File: src/design/bpu_pkg.sv
`timescale 1ns / 1ps
// Shared types and constants of the BMP pixel array unpacker.
// Used by the front, queue, back and top level; depends on nothing else.
package bpu_pkg;

   localparam int DEF_MAX_WIDTH     = 4096;
   localparam int DEF_MAX_HEIGHT    = 4096;
   localparam int DEF_PALETTE_DEPTH = 256;

   localparam int DIM_W      = 13;
   localparam int FMT_W      = 3;
   localparam int ORG_W      = 12;
   localparam int COORD_W    = 14;
   localparam int CSR_IDX_W  = 3;
   localparam int CSR_DATA_W = 13;

   localparam int QUEUE_DEPTH = 4;
   localparam int QUEUE_AW    = 2;

   // Pixel format codes.
   localparam logic [FMT_W-1:0] FMT_MONO    = 3'd0;
   localparam logic [FMT_W-1:0] FMT_NIBBLE  = 3'd1;
   localparam logic [FMT_W-1:0] FMT_INDEX8  = 3'd2;
   localparam logic [FMT_W-1:0] FMT_GREY8   = 3'd3;
   localparam logic [FMT_W-1:0] FMT_RGB16   = 3'd4;
   localparam logic [FMT_W-1:0] FMT_RGB24   = 3'd5;

   // Register indexes.
   localparam logic [CSR_IDX_W-1:0] REG_IMAGE_WIDTH  = 3'd0;
   localparam logic [CSR_IDX_W-1:0] REG_IMAGE_HEIGHT = 3'd1;
   localparam logic [CSR_IDX_W-1:0] REG_PIXEL_FORMAT = 3'd2;
   localparam logic [CSR_IDX_W-1:0] REG_GREEN_SIX    = 3'd3;
   localparam logic [CSR_IDX_W-1:0] REG_ORIGIN_X     = 3'd4;
   localparam logic [CSR_IDX_W-1:0] REG_ORIGIN_Y     = 3'd5;

   // Input command codes.
   localparam logic CMD_PALETTE = 1'b0;
   localparam logic CMD_DATA    = 1'b1;

   typedef enum logic [2:0] {
      JOB_PAL_WRITE,
      JOB_MONO,
      JOB_NIBBLE,
      JOB_INDEX,
      JOB_DIRECT
   } job_kind_type;

   // One queued job: a palette write or one data byte and its pixels.
   typedef struct packed {
      job_kind_type       kind;
      logic [7:0]         index;     // palette entry, or the data byte
      logic [23:0]        color;     // {red, green, blue}
      logic [2:0]         last_idx;  // pixel count minus one
      logic [COORD_W-1:0] x_base;
      logic [COORD_W-1:0] y;
      logic               img_end;
   } job_type;

   typedef struct packed {
      logic full;
      logic empty;
   } queue_stat_type;

endpackage

File: src/design/bpu_fifo.sv
`timescale 1ns / 1ps
// Short job queue between the front and the back part.
// Holds QUEUE_DEPTH jobs of job_type; uses bpu_pkg.
module bpu_fifo
   import bpu_pkg::*;
(
   input  logic           clock,
   input  logic           reset,
   input  logic           push,
   input  job_type        push_job,
   input  logic           pop,
   output job_type        head,
   output queue_stat_type stat
);

   job_type              entries_ff [QUEUE_DEPTH];
   logic [QUEUE_AW-1:0]  wr_ptr_ff, rd_ptr_ff;
   logic [QUEUE_AW:0]    count_ff;

   assign head       = entries_ff[rd_ptr_ff];
   assign stat.full  = (count_ff == (QUEUE_AW+1)'(QUEUE_DEPTH));
   assign stat.empty = (count_ff == '0);

   always_ff @(posedge clock) begin
      if (push) begin
         entries_ff[wr_ptr_ff] <= push_job;
      end
   end

   always_ff @(posedge clock) begin
      if (reset) begin
         wr_ptr_ff <= '0;
         rd_ptr_ff <= '0;
         count_ff  <= '0;
      end else begin
         if (push) begin
            wr_ptr_ff <= wr_ptr_ff + QUEUE_AW'(1);
         end
         if (pop) begin
            rd_ptr_ff <= rd_ptr_ff + QUEUE_AW'(1);
         end
         if (push && !pop) begin
            count_ff <= count_ff + (QUEUE_AW+1)'(1);
         end else if (pop && !push) begin
            count_ff <= count_ff - (QUEUE_AW+1)'(1);
         end
      end
   end

endmodule

File: config.mk
export PLATFORM = sky130hd
export DESIGN_NAME = bpu_fifo
export DESIGN_NICKNAME = d
export VERILOG_FILES = /design/src/design/bpu_pkg.sv /design/src/design/bpu_fifo.sv
export SDC_FILE = /design/constraint.sdc
export NUM_CORES = 1
export LEC_CHECK = 0
export BUFFER_PORTS_ARGS = -buffer_cell sky130_fd_sc_hd__buf_2
export CORE_MARGIN = 3
export CORE_UTILIZATION = 44
export CTS_CLUSTER_DIAMETER = 40
export DETAILED_ROUTE_END_ITERATION = 10
export PLACE_DENSITY = 0.63
export RECOVER_POWER = 25
export SETUP_SLACK_MARGIN = 0.2
export SLEW_MARGIN = 15
export SYNTH_ARGS = -nofsm -noshare
export SYNTH_HDL_FRONTEND = slang
export SYNTH_SLANG_ARGS = --single-unit
File: constraint.sdc
create_clock -name clock -period 2.54 [get_ports clock]
set_input_delay 0.508 -clock clock [delete_from_list [all_inputs] [get_ports clock]]
set_output_delay 0.508 -clock clock [all_outputs]
set_load 0.01 [all_outputs]
# Word level (Yosys, flattened, before mapping)

Memories as Yosys holds them, arrays and structs flattened. A register that Yosys moved wholly into a read port is not among the register bits.
Index checks and enable logic that the tools add are counted.

Reductions and logical operators: 6
Equal/unequal tests: 1
Muxes and demuxes: 6
Add/subtract/negate cells: 4

Operator list:

| kind                  | number |
|---|---|
| $mux W3               | 2 |
| $add A2 B1 Y2 const B | 2 |
| $mux W2               | 2 |
| $add A3 B1 Y3 const B | 1 |
| $eq A3 B3 Y1 const B  | 1 |
| $logic_not A3 Y1      | 1 |
| $sub A3 B1 Y3 const B | 1 |
| $logic_and A1 B1 Y1   | 2 |
| $logic_not A1 Y1      | 2 |
| $mux W1               | 2 |
| $reduce_bool A2 Y1    | 1 |

Output and inout port bits: 69
Input bits: 71
Word-level logic and storage cells: 21
Bits in writable memories: 268
Flip-flop bits (word level): 7
Memories: 1

Memories:

| memory     | depth | bits a word | read ports | clocked after Yosys merged registers in | write ports | RTL line       | RTL |
|---|---|---|---|---|---|---|---|
| entries_ff | 4     | 67          | 1          | 1                                       | 1           | bpu_fifo.sv:16 | `job_type entries_ff [QUEUE_DEPTH];` |

# Logic depth before layout (Yosys ltp)

Word-level depth: 4
Depth in mapped cells: 7

# Worst setup path after synthesis

No wires, ideal clock.

Kind: register to register
Start point: register wr_ptr_ff[0]
End point: memory entries_ff[0][0] (netlist bit), enable pin
Period minus slack after synthesis: 2.547 ns
Stages on the path, launching flop included: 4
Library setup time: 0.432 ns
Setup slack: -0.007 ns
Data arrival time: 2.115 ns
Path through: dfxtp_1 -> inv_1 -> ha_1 -> and2_1

RTL lines:

| what                     | RTL line       | RTL |
|---|---|---|
| start: declaration       | bpu_fifo.sv:17 | `logic [QUEUE_AW-1:0] wr_ptr_ff, rd_ptr_ff;` |
| start signal: assignment | bpu_fifo.sv:37 | `wr_ptr_ff <= wr_ptr_ff + QUEUE_AW'(1);` |
| end: declaration         | bpu_fifo.sv:16 |  |

Straight into the memory's write port.

==> flow_summary.json <==
{
  "outcome": "finished, final reports clean",
  "gr-usage-all-layers_pct": 16.2,
  "gp_congestion": 0.689,
  "first_global_vias": 5267,
  "placement_rows": 54,
  "flow.area_growth_from_synthesis_pct": 27.9,
  "cts.sink_count": 277,
  "tritoncts": "done",
  "clock_tree.buffer_depth": 3,
  "hold_path_end": "entries_ff[0][58]",
  "max_freq_mhz": 411,
  "ys_ff_latch": 277,
  "diode_count": 0,
  "multiInputGateArea_mm2": 0.00175,
  "detailed_place.area_mm2": 0.0112,
  "finalMaxSlewViolations": 0,
  "min-delay-start": "push_job[58]",
  "layout.cell_area.non_filler_mm2": 0.0130,
  "worst_ir_drop_vdd_mv": 0.675,
  "synth.yosys.seq_area_share_pct": 81.2,
  "setup.worst_path.start_class": "register",
  "timing.max_slew.rel_slack_pct": 68.2,
  "portBuffers": 139,
  "period_utilization_post_route_pct": 95.9,
  "dpl.cell_count": 811,
  "dp_hpwl_mm": 11.3,
  "cp.arrival_ps": 1930,
  "drive_above_1_share_pct": 41.6,
  "post_synth.cell_area_avg_um2": 25.7,
  "critical_path.endpoint_type": "primary output",
  "final.fill_count": 1599,
  "worstReg2RegStart": "wr_ptr_ff[0]",
  "detail_route.wl_per_cell_um": 22.3,
  "number_of_antenna_violations_at_the_first_check_in_global_routing": 2,
  "highest_count_cells_in_the_layout_ignoring_fill_and_taps": "sky130_fd_sc_hd__edfxtp_1, sky130_fd_sc_hd__mux4_2, sky130_fd_sc_hd__buf_2",
  "ys.warnings.count": 0,
  "grt_max_degree": 39,
  "syn-num-nets": 471,
  "finalSetupViolations": 0,
  "root_buffer": "sky130_fd_sc_hd__clkbuf_16",
  "hold_path.class": "primary input to register",
  "nNetsFinal": 662,
  "detailroute.via_count": 4700,
  "dp_worst_setup_slack_ps": 470,
  "power_leakage_nw": 4.37,
  "reg2regPathDepth": 4,
  "layout.area.seq_mm2": 0.00824,
  "design.core.area_mm2": 0.0222,
  "drt_pass1_iterations": 4,
  "cts_hold_buffers": 0,
  "hold_vio_cnt_final": 0,
  "worst-endpoint-required_ps": 2030,
  "clk_pin_slew_ps": 50,
  "finClkSkew_ps": 10.9,
  "layout.cells.non_filler": 890,
  "worst-r2r-setup-slack_ps": 880,
  "drv_cap": 0,
  "powerDensity_mw_per_mm2": 892,
  "post_synth_num_cell_types": 23,
  "detailedRoute.firstIterationViolations": 274,
  "cts_htree_levels": 2,
  "initial_util_pct": 45.6,
  "rsz0062_at_grt": "true",
  "cts-buffers-inserted": 35,
  "postRouteWirelength_mm": 19.8,
  "critPathKind": "register to primary output",
  "worstMarginPinSlew_ps": 477,
  "io_pins": 140,
  "cp_max_fo": 8,
  "min_setup_slack_post_route_ps": 104,
  "worstHoldPathCells": 1,
  "post-route-min-period_ps": 2440,
  "r2r-end": "entries_ff[2][51]",
  "post_synth_inst_count": 394,
  "chipHeight_um": 158,
  "via_per_inst": 5.28,
  "layout.cells.most_common": "sky130_fd_sc_hd__edfxtp_1",
  "die_area_mm2": 0.0249,
  "final.setup.tns_ps": 0,
  "grt_first_pass_wirelength_mm": 30.3,
  "grt-ovfl-total": 0,
  "drt_drc_violations_left": 0,
  "syn_area_mm2": 0.0101,
  "drtAntennaViolNets": 0,
  "die_width_um": 158,
  "worst_skew_pair.late_latency_ps": 500
}
-- registers in the layout, indices dropped and copies added (netlist names), named ones only --
name / flops
wr_ptr_ff: 2
count_ff: 3
entries_ff: 268
rd_ptr_ff: 2
-- per-stage QoR --
stage	power [mW]	hold slack, ps	util, %
final	11.6	230	58.3
after global routing	12.0	220	58.3
after CTS	11.7	194	57.9
after detailed placement	6.41	501	50.6
after global placement	6.38	485	50.6
after floorplan	5.99	466	-
-- report_power, final --
part	internal, mW	switching [mW]
logic	0.650	0.587
registers	5.25	0.0572
clock network	3.15	1.88
total	9.04	2.52
-- cell families (layout without fill, tap and decap cells) --
family | count (synthesis) | after routing | share of synthesized area [%]
adder cells (fa/ha/maj) | 6 | 6 | 0.815
buffers and inverters | 20 | 236 | 1.62
AND/OR/NAND/NOR | 15 | 15 | 0.729
XOR/XNOR | 5 | 5 | 0.432
AO/OA/AOI/OAI | 2 | 2 | 0.0987
flip-flops | 277 | 277 | 81.2
multiplexers | 69 | 69 | 15.1
-- synthesized netlist by cell type --
cell | number | share of area (%)
sky130_fd_sc_hd__edfxtp_1 | 268 | 79
sky130_fd_sc_hd__mux4_2 | 67 | 15
sky130_fd_sc_hd__dfxtp_1 | 9 | 1.8
sky130_fd_sc_hd__nor2_1 | 7 | 0.26
sky130_fd_sc_hd__ha_1 | 5 | 0.62
sky130_fd_sc_hd__and2_1 | 4 | 0.25
sky130_fd_sc_hd__buf_12 | 4 | 0.79
sky130_fd_sc_hd__buf_2 | 4 | 0.20
sky130_fd_sc_hd__inv_1 | 4 | 0.15
sky130_fd_sc_hd__buf_1 | 3 | 0.11
sky130_fd_sc_hd__buf_4 | 3 | 0.22
sky130_fd_sc_hd__xor2_1 | 3 | 0.26
sky130_fd_sc_hd__mux2i_1 | 2 | 0.20
sky130_fd_sc_hd__xnor2_1 | 2 | 0.17
sky130_fd_sc_hd__a21oi_1 | 1 | 0.049
sky130_fd_sc_hd__buf_6 | 1 | 0.11
sky130_fd_sc_hd__clkbuf_1 | 1 | 0.037
sky130_fd_sc_hd__fa_1 | 1 | 0.20
sky130_fd_sc_hd__nand2_1 | 1 | 0.037
sky130_fd_sc_hd__nor3_1 | 1 | 0.049
sky130_fd_sc_hd__nor3b_1 | 1 | 0.074
sky130_fd_sc_hd__o21ai_0 | 1 | 0.049
sky130_fd_sc_hd__or3_1 | 1 | 0.062
-- area by class of cell --
| cell class | count | share of cell area (%) |
|---|---|---|
| Clock buffer | 39 | 7.04 |
| Clock inverter | 23 | 2.30 |
| Sequential cell | 277 | 63.5 |
| Tap cell | 280 | 2.70 |
| Inverter | 4 | 0.116 |
| Multi-Input combinational cell | 97 | 13.5 |
| Timing Repair Buffer | 170 | 10.8 |
-- worst max-delay path by stage --
| stage | start | end |
|---|---|---|
| after floorplan | wr_ptr_ff[0] | entries_ff[2][0] |
| after global placement | push | count_ff[2] |
| after detailed placement | push | count_ff[2] |
| after CTS | register | head[66] |
| after global routing | register | head[0] |
| final | register | head[0] |
-- worst max-delay path, stage by stage, from the launching register on --
cell	delay [ps]
sky130_fd_sc_hd__dfxtp_4	370
sky130_fd_sc_hd__buf_12	130
sky130_fd_sc_hd__buf_6	110
sky130_fd_sc_hd__buf_16	130
sky130_fd_sc_hd__mux4_2	550
sky130_fd_sc_hd__buf_6	150
-- routing by layer --
layer	GRT usage (%)	up-vias	share of wire (%)
li1	-	2076	-
met3	5.85	31	8.7
met5	0	-	0.14
met4	4.01	4	1.5
met2	26.7	163	49
met1	20.9	2426	40
-- repair_timing --
| item | in CTS | in global routing |
|---|---|---|
| buffers inserted | 7 | 0 |
| resized for setup | 36 | 13 |
| gates cloned | 7 | 3 |
| endpoints found under the setup margin | 67 | 67 |
(Power assumes the default switching activity.)
