==> config.mk <==
export PLATFORM = sky130hd
export DESIGN_NAME = bpu_front
export DESIGN_NICKNAME = d
export VERILOG_FILES = /design/src/design/bpu_pkg.sv /design/src/design/bpu_front.sv
export SDC_FILE = /design/constraint.sdc
export NUM_CORES = 1
export LEC_CHECK = 0
export ABC_AREA = 1
export BUFFER_PORTS_ARGS = -buffer_cell sky130_fd_sc_hd__buf_4
export CAP_MARGIN = 10
export CORE_MARGIN = 4
export CORE_UTILIZATION = 45
export DETAILED_ROUTE_END_ITERATION = 7
export HOLD_SLACK_MARGIN = 0.05
export PLACE_DENSITY = 0.65
export SLEW_MARGIN = 20
export SYNTH_ARGS = -nofsm -noshare
export SYNTH_HDL_FRONTEND = slang
export SYNTH_SLANG_ARGS = --single-unit
==> constraint.sdc <==
create_clock -name clock -period 8.8 [get_ports clock]
set_clock_uncertainty 0.05 [all_clocks]
set_input_delay 2.64 -clock clock [delete_from_list [all_inputs] [get_ports clock]]
set_output_delay 2.64 -clock clock [all_outputs]
set_load 0.005 [all_outputs]
==> src/design/bpu_pkg.sv <==
`timescale 1ns / 1ps
// Shared types and constants of the BMP pixel array unpacker.
// Used by the front, queue, back and top level; depends on nothing else.
package bpu_pkg;

   localparam int DEF_MAX_WIDTH     = 4096;
   localparam int DEF_MAX_HEIGHT    = 4096;
   localparam int DEF_PALETTE_DEPTH = 256;

   localparam int DIM_W      = 13;
   localparam int FMT_W      = 3;
   localparam int ORG_W      = 12;
   localparam int COORD_W    = 14;
   localparam int CSR_IDX_W  = 3;
   localparam int CSR_DATA_W = 13;

   localparam int QUEUE_DEPTH = 4;
   localparam int QUEUE_AW    = 2;

   // Pixel format codes.
   localparam logic [FMT_W-1:0] FMT_MONO    = 3'd0;
   localparam logic [FMT_W-1:0] FMT_NIBBLE  = 3'd1;
   localparam logic [FMT_W-1:0] FMT_INDEX8  = 3'd2;
   localparam logic [FMT_W-1:0] FMT_GREY8   = 3'd3;
   localparam logic [FMT_W-1:0] FMT_RGB16   = 3'd4;
   localparam logic [FMT_W-1:0] FMT_RGB24   = 3'd5;

   // Register indexes.
   localparam logic [CSR_IDX_W-1:0] REG_IMAGE_WIDTH  = 3'd0;
   localparam logic [CSR_IDX_W-1:0] REG_IMAGE_HEIGHT = 3'd1;
   localparam logic [CSR_IDX_W-1:0] REG_PIXEL_FORMAT = 3'd2;
   localparam logic [CSR_IDX_W-1:0] REG_GREEN_SIX    = 3'd3;
   localparam logic [CSR_IDX_W-1:0] REG_ORIGIN_X     = 3'd4;
   localparam logic [CSR_IDX_W-1:0] REG_ORIGIN_Y     = 3'd5;

   // Input command codes.
   localparam logic CMD_PALETTE = 1'b0;
   localparam logic CMD_DATA    = 1'b1;

   typedef enum logic [2:0] {
      JOB_PAL_WRITE,
      JOB_MONO,
      JOB_NIBBLE,
      JOB_INDEX,
      JOB_DIRECT
   } job_kind_type;

   // One queued job: a palette write or one data byte and its pixels.
   typedef struct packed {
      job_kind_type       kind;
      logic [7:0]         index;     // palette entry, or the data byte
      logic [23:0]        color;     // {red, green, blue}
      logic [2:0]         last_idx;  // pixel count minus one
      logic [COORD_W-1:0] x_base;
      logic [COORD_W-1:0] y;
      logic               img_end;
   } job_type;

   typedef struct packed {
      logic full;
      logic empty;
   } queue_stat_type;

endpackage

==> src/design/bpu_front.sv <==
`timescale 1ns / 1ps
// Front part: configuration registers, row and column tracking, padding skip
// and byte assembly. Turns each accepted beat into at most one job. Uses bpu_pkg.
module bpu_front
   import bpu_pkg::*;
#(
   parameter int MAX_WIDTH  = DEF_MAX_WIDTH,
   parameter int MAX_HEIGHT = DEF_MAX_HEIGHT
) (
   input  logic                  clock,
   input  logic                  reset,
   input  logic                  csr_we,
   input  logic [CSR_IDX_W-1:0]  csr_index,
   input  logic [CSR_DATA_W-1:0] csr_wdata,
   input  logic                  in_valid,
   output logic                  in_ready,
   input  logic                  in_cmd,
   input  logic [7:0]            in_index,
   input  logic [7:0]            in_red,
   input  logic [7:0]            in_green,
   input  logic [7:0]            in_blue,
   input  logic [7:0]            in_byte,
   input  logic                  queue_full,
   output logic                  push,
   output job_type               job
);

   localparam int COL_W = $clog2(MAX_WIDTH + 1);
   localparam int ROW_W = $clog2(MAX_HEIGHT + 1);

   logic [DIM_W-1:0] width_ff, height_ff;
   logic [FMT_W-1:0] fmt_ff;
   logic             g6_ff;
   logic [ORG_W-1:0] ox_ff, oy_ff;

   logic [COL_W-1:0] column_ff, column_in;
   logic [ROW_W-1:0] row_ff, row_in;
   logic [1:0]       phase_ff, phase_in;
   logic [15:0]      held_ff, held_in;
   logic [1:0]       pad_ff, pad_in;
   logic             finished_ff, finished_in;

   logic [31:0]      w_full, h_full;
   logic [COL_W-1:0] w, rem, col_next;
   logic [ROW_W-1:0] h, row_inc;
   logic             accept, is_data, skip, wrap, restart;
   logic [3:0]       n;
   logic [1:0]       row_bytes, pad_new;
   logic [COL_W:0]   w_plus;
   logic [15:0]      word;
   logic [23:0]      color;
   job_kind_type     kind;

   assign in_ready = !queue_full;
   assign accept   = in_valid && in_ready;
   assign restart  = csr_we && (csr_index <= REG_ORIGIN_Y);

   always_comb begin
      w_full = (width_ff == '0) ? 32'd1 :
               (32'(width_ff) > 32'(MAX_WIDTH)) ? 32'(MAX_WIDTH) : 32'(width_ff);
      h_full = (height_ff == '0) ? 32'd1 :
               (32'(height_ff) > 32'(MAX_HEIGHT)) ? 32'(MAX_HEIGHT) : 32'(height_ff);
      w = w_full[COL_W-1:0];
      h = h_full[ROW_W-1:0];
   end

   assign rem      = w - column_ff;
   assign is_data  = accept && (in_cmd == CMD_DATA) && !finished_ff && (fmt_ff <= FMT_RGB24);
   assign skip     = (pad_ff != 2'd0);
   assign word     = {in_byte, held_ff[7:0]};
   assign col_next = column_ff + COL_W'(n);
   assign wrap     = (col_next >= w);
   assign row_inc  = row_ff + ROW_W'(1);
   assign w_plus   = {1'b0, w} + (COL_W+1)'(7);

   // Pixel count and color of the current byte.
   always_comb begin
      n     = 4'd0;
      kind  = JOB_DIRECT;
      color = {in_byte, in_byte, in_byte};
      unique case (fmt_ff)
         FMT_MONO: begin
            kind = JOB_MONO;
            n    = (rem < COL_W'(8)) ? rem[3:0] : 4'd8;
         end
         FMT_NIBBLE: begin
            kind = JOB_NIBBLE;
            n    = (rem >= COL_W'(2)) ? 4'd2 : 4'd1;
         end
         FMT_INDEX8: begin
            kind = JOB_INDEX;
            n    = 4'd1;
         end
         FMT_GREY8: begin
            n = 4'd1;
         end
         FMT_RGB16: begin
            n = (phase_ff == 2'd0) ? 4'd0 : 4'd1;
            if (g6_ff) begin
               color = {word[15:11], 3'd0, word[10:5], 2'd0, word[4:0], 3'd0};
            end else begin
               color = {word[14:10], 3'd0, word[9:5], 3'd0, word[4:0], 3'd0};
            end
         end
         FMT_RGB24: begin
            n     = (phase_ff == 2'd2) ? 4'd1 : 4'd0;
            color = {in_byte, held_ff[15:8], held_ff[7:0]};
         end
         default: begin
            n = 4'd0;
         end
      endcase
   end

   // Row length in bytes, modulo four, and the padding that follows it.
   always_comb begin
      unique case (fmt_ff)
         FMT_MONO:   row_bytes = w_plus[4:3];
         FMT_NIBBLE: row_bytes = w_plus[2:1] + {1'b0, w[0]} - {1'b0, w[0]} + 2'd0;
         FMT_RGB16:  row_bytes = {w[0], 1'b0};
         FMT_RGB24:  row_bytes = w[1:0] + {w[0], 1'b0};
         default:    row_bytes = w[1:0];
      endcase
      if (fmt_ff == FMT_NIBBLE) begin
         row_bytes = 2'((({1'b0, w} + (COL_W+1)'(1)) >> 1));
      end
      pad_new = 2'd0 - row_bytes;
   end

   always_comb begin
      column_in   = column_ff;
      row_in      = row_ff;
      phase_in    = phase_ff;
      held_in     = held_ff;
      pad_in      = pad_ff;
      finished_in = finished_ff;
      if (restart) begin
         column_in   = '0;
         row_in      = '0;
         phase_in    = 2'd0;
         held_in     = 16'd0;
         pad_in      = 2'd0;
         finished_in = 1'b0;
      end else if (is_data) begin
         if (skip) begin
            pad_in = pad_ff - 2'd1;
         end else begin
            if (fmt_ff == FMT_RGB16 || fmt_ff == FMT_RGB24) begin
               if (n != 4'd0) begin
                  phase_in = 2'd0;
                  held_in  = 16'd0;
               end else if (phase_ff == 2'd0) begin
                  phase_in = 2'd1;
                  held_in  = {8'd0, in_byte};
               end else begin
                  phase_in = 2'd2;
                  held_in  = {in_byte, held_ff[7:0]};
               end
            end
            if (n != 4'd0) begin
               if (wrap) begin
                  column_in = '0;
                  row_in    = row_inc;
                  pad_in    = pad_new;
                  if (row_inc >= h) begin
                     finished_in = 1'b1;
                  end
               end else begin
                  column_in = col_next;
               end
            end
         end
      end
   end

   always_ff @(posedge clock) begin
      if (reset) begin
         width_ff    <= DIM_W'(1);
         height_ff   <= DIM_W'(1);
         fmt_ff      <= FMT_MONO;
         g6_ff       <= 1'b0;
         ox_ff       <= '0;
         oy_ff       <= '0;
         column_ff   <= '0;
         row_ff      <= '0;
         phase_ff    <= 2'd0;
         held_ff     <= 16'd0;
         pad_ff      <= 2'd0;
         finished_ff <= 1'b0;
      end else begin
         column_ff   <= column_in;
         row_ff      <= row_in;
         phase_ff    <= phase_in;
         held_ff     <= held_in;
         pad_ff      <= pad_in;
         finished_ff <= finished_in;
         if (csr_we) begin
            unique case (csr_index)
               REG_IMAGE_WIDTH:  width_ff  <= csr_wdata;
               REG_IMAGE_HEIGHT: height_ff <= csr_wdata;
               REG_PIXEL_FORMAT: fmt_ff    <= csr_wdata[FMT_W-1:0];
               REG_GREEN_SIX:    g6_ff     <= csr_wdata[0];
               REG_ORIGIN_X:     ox_ff     <= csr_wdata[ORG_W-1:0];
               REG_ORIGIN_Y:     oy_ff     <= csr_wdata[ORG_W-1:0];
               default: begin
               end
            endcase
         end
      end
   end

   assign push = accept && ((in_cmd == CMD_PALETTE) || (is_data && !skip && (n != 4'd0)));

   always_comb begin
      job          = '0;
      if (in_cmd == CMD_PALETTE) begin
         job.kind  = JOB_PAL_WRITE;
         job.index = in_index;
         job.color = {in_red, in_green, in_blue};
      end else begin
         job.kind     = kind;
         job.index    = in_byte;
         job.color    = color;
         job.last_idx = 3'(n - 4'd1);
         job.x_base   = {{(COORD_W-ORG_W){ox_ff[ORG_W-1]}}, ox_ff} + COORD_W'(column_ff);
         job.y        = {{(COORD_W-ORG_W){oy_ff[ORG_W-1]}}, oy_ff} + COORD_W'(h)
                        - COORD_W'(1) - COORD_W'(row_ff);
         job.img_end  = wrap && (row_inc >= h);
      end
   end

endmodule

# Yosys cells after proc, flatten, opt, wreduce, memory -nomap -nowiden
# Cells that the tools add are included.
word_totals:
  ff_bits: 101
  inputBits: 62
  output_inout_bits: 69
  wordCells: 109
classes:
  addsub: 13
  order_cmp: 8
  eq_ne: 11
  muxes: 24
  bitwise_logic: 2
  n_reduce_logical: 38
op_table:
  columns: ["cell", "n"]
  rows:
  - ["two-way mux 13 bit", 5]
  - ["case mux 24 bit (2 select lines)", 1]
  - ["two-way mux 35 bit", 1]
  - ["two-way mux 16 bit", 2]
  - ["two-way mux 32 bit", 1]
  - ["adder 14 x 13 -> 14 bit", 2]
  - [">= comparator 13 bit", 2]
  - ["> comparator 13 bit (second input constant)", 2]
  - ["logical NOT 13 bit", 2]
  - ["two-way mux 24 bit", 1]
  - ["case mux 4 bit (5 select lines)", 1]
  - ["two-way mux 2 bit", 7]
  - ["subtractor 14 x 1 -> 14 bit (second input constant)", 1]
  - ["subtractor 14 x 13 -> 14 bit", 1]
  - ["adder 13 x 1 -> 13 bit (second input constant)", 1]
  - ["adder 13 x 4 -> 13 bit", 1]
  - [">= comparator 13 x 2 -> 1 bit (second input constant)", 1]
  - ["less-than comparator 13 x 4 -> 1 bit (second input constant)", 1]
  - ["subtractor 13 bit", 1]
  - ["== test 3 x 2 -> 1 bit (second input constant)", 4]
  - ["== test 3 bit (second input constant)", 4]
  - ["AND reduction 2 bit", 6]
  - ["logical AND 1 bit", 9]
  - ["case mux 3 bit (3 select lines)", 1]
  - ["23 further kinds", 38]

# Logic depth before layout (Yosys ltp)
# Gate-level depths: netlist of run 1.
logic_depth:
  ltp_word: 12
  mapped_depth: 46
  depth_no_buf: 45

# Worst setup path after synthesis of run 1
# No wires, ideal clock.
synth_path:
  kind: "reg-to-output"
  start: "reg width_ff[1]"
  end: "out job[0] (netlist bit)"
  t_arrival_ns: 5.556
  t_required_ns: 6.110
  setup_slack_ns: 0.554
  path_stages_with_launch: 38
  n_path_buf: 0
  path_cell_list: "dfxtp_1 -> nor2_1 -> nand2_1 -> nor2_2 -> nand2_2 -> nand2_4 -> inv_1 -> nor2_1 -> ha_1 -> a21oi_1 -> inv_1 -> a21oi_1 -> inv_1 -> a211oi_1 -> nand2_1 -> xor2_1 -> nor3_1 -> nand4_1 -> (+2 left out) -> inv_1 -> ha_1 -> inv_1 -> fa_1 -> o21ai_0 -> nand2_1 -> nor2_1 -> nand3_1 -> inv_1 -> nand2_1 -> or2_2 -> nand2_1 -> ha_1 -> nand4_1 -> or3_1 -> o21ai_1 -> nand2_1 -> nor2_1"
synth_rtl:
  columns: ["item", "line_no", "source"]
  rows:
  - ["start: declaration", "bpu_front.sv:31", "logic [DIM_W-1:0] width_ff, height_ff;"]
  - ["start signal: assignment", "bpu_front.sv:199", "REG_IMAGE_WIDTH: width_ff <= csr_wdata;"]
  - ["end: declaration", "bpu_front.sv:25", "output job_type job"]

==> results.md, run 1 <==
- Max Cap Viol: 0
- Tmin final: a little under 9 ns
- Top Usage Layer GRT: met2
- Final HPWL DP: between 15000 and 20000 um
- Worst R2R Start: width_ff[3]
- Clk buf depth: 2
- Actual slew at the worst max-slew pin: between 1 and 1.5 ns
- Hold path endpoint: held_ff[10]
- Worst setup EP type: output port
- P_int: between 0.9 and 1 mW
- Total power after layout: between 1 and 1.5 mW
- Die width: about 140 um
- Grt met1 use: 0.324
- Synth Register Bits: 101
- Gpl congestion: about 0.95
- Largest net degree at the start of global routing: between 50 and 60
- CP most frequent cell: nand2_1
- H-Tree Level Count: 3
- Hold-fix buffers, CTS: 0
- Mapped Nets: approximately 1500
- Post-Syn Area: ~8300 sq um
- WS Path Type: reg2out
- Routed WL: 25400 um
- Core region area: ~18000 sq um
- Outcome: finished clean
- DRC viols: 0
- Pwr dens: 133 nW/um^2
- Synth Area in Compound Gates: 0.174
- Worst hold path cell count: 2
- Sink Count: about 100
- WHS: about 0.42 ns
- Die H: between 100 and 150 um
- Clock Power Share: 0.313
- CP Max Fanout: 7
- Met3 Use GR: 0.0326
- Initial core utilization: 0.460
- Net Switching: approximately 0.47 mW
- Syn-to-layout area delta: 24.9%
- Drt via density: about 5.2
- Critical Path Slowest Stage Cell: or3_4
- Required @ worst endpoint: ~6.1 ns
- Combinational share of power: 0.339
- Top FF cell, synth: dfxtp_1
- Main combinational cell family by area after synthesis: simple AND/OR/NAND/NOR gates
- Ports: 131
- Worst skew pair latency: 0.35 ns
- Xor-xnor portion of the synthesized cell area: 0.0306
- Fillcell total: 1810
- Synth warnings: 0
- CTS tree: done
- Post-synthesis cell count: around 1300
- First-pass GRT wire length: 39100 um
- R2R cell count: 46
- # diodes: 0
- FF-to-FF End: column_ff[4]
- Max IR drop VDD: 0.0000937 V
- Pleak: ~5.3 nW
- Sequential share of the synthesized area: 0.243
- Hold WC Path Type: reg2reg
- Adder-cell share of the synthesized area: 0.144
- Async S/R FF share, synth: 0
- Slowest stage delay, CP: 0.41 ns
- Finish-stage setup viols: 0
- ANT nets after route: 0
- Sw frac: 0.338
- Total die area: roughly 21000 sq um
- Startpoint types: flop
- Arr. time, crit path: about 6 ns
- FF/Latch Area: approximately 2000 sq um
- Overflow after GRT: 0
- RSZ-0062 raised after global routing: true
- CTS root buffer: clkbuf_16
- Drt pass-1 iters: 5
- IO Port Bufs: 130
- Hold path startpoint: held_ff[10]
- Max Slew Vio Count: 0
- Via count: just under 9000
- Initial antenna violation count: 0
- Area of the multi-input gates: 5690 sq um
- Drt wl/cell: about 15 um
- Flop-to-flop setup slack: approximately 2.4 ns
- Fin nets: between 1500 and 2000
- Clk slew on worst S/H paths: 0.07 ns
- Final Cycle Share: 0.989
- Final Hold Fails: 0
- # rows: 49
- Post-synthesis cell type count: 46
- Post-synth EDFFs: 0
- Syn Area/Cell: ~6.4 sq um
- GR Util met2: 0.388
- CTS buffer count: 9
- DR iter-0 viols: slightly above 500
- Slew margin rel.: 0.278
- Max Freq: between 100 and 150 MHz
- Sequential power share: 0.348
- Fraction of layout cells with a size suffix above 1: 0.201
- Mux share of post-synthesis cell area: 0
- Number of global-route vias before repair: about 7700
- Simple-gate portion of the synthesized area: 0.297
- GRT Total Usage: 0.234
==> how the worst max path moves through the flow <==
stage | from | endpoint | slack [ns] | cells after the start
6_report | width_ff[3] | job[0] | 0.10 | 43
5_1_grt | width_ff[1] | job[0] | -0.31 | 35
4_1_cts | width_ff[6] | job[0] | 0.03 | 41
3_5_place_dp | width_ff[6] | job[0] | -0.03 | 39
3_3_place_gp | width_ff[6] | job[0] | 0.12 | 39
2_1_floorplan | width_ff[1] | job[0] | 0.55 | 37
==> layout by cell type (no fill, tap or decap), drive strengths merged, types with 2 or more instances in the layout <==
| cell | Yosys | layout |
|---|---|---|
| nor2 | 193 | 193 |
| or2 | 5 | 5 |
| nor4 | 6 | 6 |
| and2 | 7 | 7 |
| o31ai | 2 | 2 |
| nand4 | 12 | 12 |
| xor2 | 26 | 26 |
| inv | 203 | 203 |
| nand3 | 60 | 60 |
| a31oi | 13 | 13 |
| o21ai | 120 | 120 |
| o211ai | 9 | 9 |
| xnor2 | 3 | 3 |
| a211oi | 3 | 3 |
| o21bai | 2 | 2 |
| ha | 70 | 70 |
| nor3 | 25 | 25 |
| nand2 | 262 | 262 |
| bufinv | 0 | 2 |
| clkbuf | 26 | 11 |
| dfxtp | 101 | 101 |
| a21oi | 117 | 117 |
| fa | 16 | 16 |
| nand3b | 2 | 2 |
| clkinv | 4 | 6 |
| buf | 6 | 169 |
==> worst max-delay path, delay by kind of cell (launching register included) <==
family,cells,cell delay [ns]
simple gates,28,3.23
fa+ha+maj,4,0.90
buf+inv,9,0.85
compound gates,2,0.35
flops,1,0.33
==> kinds of logic after synthesis <==
family	Yosys count
simple gates	574
compound gates	273
buf+inv	239
flops	101
fa+ha+maj	86
xor+xnor	29
==> through the flow <==
step	area, sq um	utilization	TNS, ns	instances	worst slack [ns]
floorplan	8310	-	0	1302	0.554
global placement	9580	0.530	0	1648	0.123
detailed placement	9580	0.530	-0.0282	1648	-0.0282
CTS	9950	0.550	0	1666	0.0285
global route	10400	0.574	-0.313	1684	-0.313
finish	10400	0.574	0	1684	0.101
==> sequential cells by signal, indices dropped and copies added, names as in the netlist <==
name and count:
held_ff 16, column_ff 13, height_ff 13, row_ff 13
width_ff 13, ox_ff 12, oy_ff 12, fmt_ff 3
pad_ff 2, phase_ff 2, finished_ff 1, g6_ff 1
==> what timing repair did <==
| item | CTS | global route |
|---|---|---|
| endpoints found under the hold margin | 0 | 0 |
| buffers inserted | 2 | 18 |
| pin swaps | 4 | 35 |
| endpoints found under the setup margin | 1 | 1 |
| resized for setup | 10 | 80 |
==> metal layers <==
layer	share of wire	vias to the layer above	routed length, um
li1	-	4513	-
met2	0.45	225	11500
met3	0.053	26	1330
met4	0.018	0	451
met1	0.48	3933	12100
met5	0	-	0
==> cell usage after synthesis (2+ instances only) <==
cell type  number  area [sq um]
a211oi_1        3          22.5
a21oi_1       117           586
a31oi_1        13          81.3
and2_1          7          43.8
buf_1           2          7.51
buf_6           3          33.8
clkbuf_1       26          97.6
clkinv_1        4          15.0
dfxtp_1       101          2020
fa_1           16           320
ha_1           70           876
inv_1         199           747
inv_2           4          15.0
nand2_1       247           927
nand2_2        12          75.1
nand2_4         3          33.8
nand3_1        57           285
nand3_4         2          35.0
nand4_1        11          68.8
nor2_1        181           679
nor2_2         12          75.1
nor3_1         25           125
nor4_1          6          37.5
o211ai_1        9          67.6
o21ai_0       119           596
o21bai_1        2          15.0
o31ai_1         2          15.0
or2_2           4          25.0
xnor2_1         3          26.3
xor2_1         26           228
==> area by class of cell <==
class	count	area share
flip-flops and latches	101	0.195
repair buffers	169	0.123
multi-input cells	962	0.548
well taps	229	0.0276
inverters	207	0.0751
clock inverters	5	0.00819
clock buffers	11	0.0224
==> power groups by stage <==
stage,registers (mW),clock network [mW],logic [mW]
after floorplan,0.488,0,0.278
after global placement,0.491,0,0.433
after detailed placement,0.492,0,0.435
after CTS,0.481,0.439,0.443
after global routing,0.484,0.459,0.524
final,0.482,0.433,0.469
(Power assumes the default switching activity.)
==> run 2: changes to the inputs <==
Settings changed: ABC_AREA 1 to not set, CORE_MARGIN 4 to 2.
==> run 2 against run 1 <==
Compared with the run above: the run now ends with negative setup slack left; combinational power shrank 19%; synthesized cell count shrank 14%; global-route usage up 0.42 points; sequential power decreased by 2%; via count is 4.8% lower; critical endpoint unchanged.
==> results.md, run 2 <==
- Outcome: finished with violations (was finished clean)
- Failing checks: negative setup slack
- Max reg flops: 16 (unchanged)
- Fraction of layout cells with a size suffix above 1: 0.207 (was 0.201)
- Startpoint types: flop (unchanged)
- ANT nets after route: 0 (unchanged)
- DR iter-0 viols: 487 (was 513)
- Initial antenna violation count: 0 (unchanged)
- Max Freq: 111 MHz (was 115 MHz)
- Cell family with most CP delay: simple AND/OR/NAND/NOR gates (unchanged)
- Post-synthesis cell count: 1114 (was 1302)
- CP Max Fanout: 6 (was 7)
- Post-Syn Area: 8370 sq um (was 8310 sq um)
- Required @ worst endpoint: 6.11 ns (about the same)
- Largest cells by area after synthesis: dfxtp_1, ha_1, nand2_1, a21oi_1, inv_1 (was dfxtp_1, nand2_1, ha_1, inv_1, nor2_1)
- Async S/R FF share, synth: 0 (unchanged)
- Top FF cell, synth: dfxtp_1 (unchanged)
- Routed WL: 24000 um (was 25400 um)
- CP most frequent cell: buf_4 (was nand2_1)
- WHS: 0.406 ns (was 0.417 ns)
- Clk slew on worst S/H paths: 0.07 ns (about the same)
- Finish-stage setup viols: 1 (was 0)
- Gpl congestion: 0.902 (was 0.948)
- Actual slew at the worst max-slew pin: 0.871 ns (was 1.08 ns)
- Pwr dens: 122 nW/um^2 (was 133 nW/um^2)
- Most flops, register: held_ff (unchanged)
- Drt wl/cell: 16.1 um (was 15.1 um)
- Synth warnings: 0 (unchanged)
- Max Slew Vio Count: 0 (unchanged)
- Final Cycle Share: 1.03 (was 0.989)
- IO Port Bufs: 130 (unchanged)
- Dpl ws: -0.106 ns (was -0.0282 ns)
- # diodes: 0 (unchanged)
- CTS tree: done (unchanged)
- Pleak: 4.55 nW (was 5.25 nW)
- Placed insts: 1467 (was 1648)
- Tmin final: 9.03 ns (was 8.70 ns)
- Largest net degree at the start of global routing: 86 (was 55)
- CTS buffer count: 9 (unchanged)
- Initial core utilization: 0.463 (was 0.460)
- Total die area: 19700 sq um (was 20700 sq um)
- WS Path Type: reg2out (unchanged)
- Syn-to-layout area delta: 24.8% (was 24.9%)
- Slew margin rel.: 0.415 (was 0.278)
- Critical Path Slowest Stage Cell: fa_2 (was or3_4)
- Sink Count: 101 (unchanged)
- Max IR drop VDD: 0.000115 V (was 0.0000937 V)
- Most frequent cells in the layout: buf_4, nand2_1, a21oi_1 (was nand2_1, inv_1, nor2_1)
- Ports: 131 (unchanged)
- Number of global-route vias before repair: 7647 (was 7717)
- Final Hold Fails: 0 (unchanged)
- Worst skew pair latency: 0.36 ns (was 0.35 ns)
- CTS root buffer: clkbuf_16 (unchanged)
- Hold WC Path Type: reg2reg (unchanged)
- Top-count cell post-synth: nand2_1 (unchanged)
- Arr. time, crit path: 6.34 ns (was 6.01 ns)
- Synth Register Bits: 101 (unchanged)
- Drt via density: 5.54 (was 5.16)
- Cell accounting for the most synthesized area: dfxtp_1 (unchanged)
- RSZ-0062 raised after global routing: true (unchanged)
- Post-synth EDFFs: 0 (unchanged)
- Clk buf depth: 2 (unchanged)
- Setup TNS: -0.235 ns (was 0 ns)
- PnR worst setup slack: -0.235 ns (was 0.101 ns)
- Core region area: 18100 sq um (unchanged)
- Top cell type's share of synthesized area: 0.241 (was 0.243)
- Sequential share of the synthesized area: 0.241 (was 0.243)
- Buf/Inv on CP: 5 (was 9)
- # rows: 49 (unchanged)
- H-Tree Level Count: 3 (unchanged)
- Synth cell count leaders: nand2_1, a21oi_1, dfxtp_1 (was nand2_1, inv_1, nor2_1)
- Hold-fix buffers, CTS: 0 (unchanged)
- Slowest stage delay, CP: 0.37 ns (was 0.41 ns)
- Worst setup EP type: output port (unchanged)
- Via count: 8277 (was 8697)
- Fin cells: 1494 (was 1684)
- Drt pass-1 iters: 6 (was 5)
- Syn Area/Cell: 7.52 sq um (was 6.38 sq um)
- Die H: 140 um (was 144 um)
- DRC viols: 0 (unchanged)
- Most common cell after layout, fill and taps aside: buf_4 (was nand2_1)
- Max Cap Viol: 0 (unchanged)
- GRT Total Usage: 0.239 (was 0.234)
- Fin nets: 1408 (was 1598)
- Mapped Nets: 1262 (was 1450)
- Overflow after GRT: 0 (unchanged)
- First-pass GRT wire length: 38400 um (was 39100 um)
- Final HPWL DP: 18100 um (was 19900 um)
- Total power after layout: 1.27 mW (was 1.38 mW)
- Post-synthesis cell type count: 71 (was 46)
- Die width: 140 um (was 144 um)
==> run 2: changes by cell type after synthesis, moves of 19 or more <==
cell,before,now
nor2_1,181,65
inv_1,199,90
o21ai_0,119,33
nand2_1,247,173
xnor2_1,3,35
and2_1,7,30
nand3_1,57,34
a21o_1,1,21
clkbuf_1,26,45
==> run 2: power by group <==
part | total [mW] | switching (mW) | internal [mW]
registers | 0.470 | 0.00685 | 0.463
clock network | 0.421 | 0.183 | 0.238
logic | 0.381 | 0.196 | 0.185
total | 1.27 | 0.386 | 0.886
==> run 2: layout make-up <==
type | instances | area [sq um]
fillers | 1698 | 7630
flip-flops and latches | 101 | 2030
clock buffers | 12 | 256
multi-input cells | 869 | 6060
clock inverters | 4 | 55.1
repair buffers | 189 | 1420
well taps | 229 | 287
inverters | 90 | 343
==> run 2: metal layers <==
| metal | vias up | wire length (um) | share of wire | global-route usage |
|---|---|---|---|---|
| met3 | 37 | 1260 | 0.053 | 0.0325 |
| met2 | 232 | 11000 | 0.46 | 0.383 |
| li1 | 4179 | - | - | - |
| met5 | - | 0 | 0 | 0 |
| met4 | 0 | 419 | 0.017 | 0.0670 |
| met1 | 3829 | 11300 | 0.47 | 0.336 |
==> run 2: logic make-up (layout without fill, tap and decap cells) <==
logic type,count (synthesis),in the layout,share of synthesized area
buffers and inverters,144,295,0.0671
muxes,29,29,0.0363
AOI/OAI and AO/OA,294,294,0.222
and+or+nand+nor,405,405,0.233
adders and majority gates,87,87,0.144
DFF,101,101,0.241
xor gates and xnor gates,54,54,0.0565
==> run 2: through the flow <==
step / area [sq um] / util
after floorplan: 8420 / -
after global placement: 9810 / 0.542
after detailed placement: 9810 / 0.542
after CTS: 10200 / 0.563
after global routing: 10500 / 0.578
final: 10500 / 0.578
==> run 2: tightest hold or removal path, stage by stage, from the launching register on <==
cell and delay [ns]:
dfxtp_1 0.31, nand2_1 0.05, a21oi_1 0.05
==> run 2: worst paths after layout <==
check	from	end	cells after the start	slack, ns
worst min-delay path	held_ff[13]	held_ff[13]	2	0.41
worst max register to register	width_ff[5]	row_ff[9]	34	1.76
worst min register to register	held_ff[13]	held_ff[13]	2	0.41
worst max-delay path	width_ff[5]	job[0]	32	-0.23
==> run 2: repair_timing <==
item,in CTS,in global routing
setup buffers,4,8
resized for setup,7,46
pin swaps,7,30
setup endpoints to repair,1,1
cloned,0,0
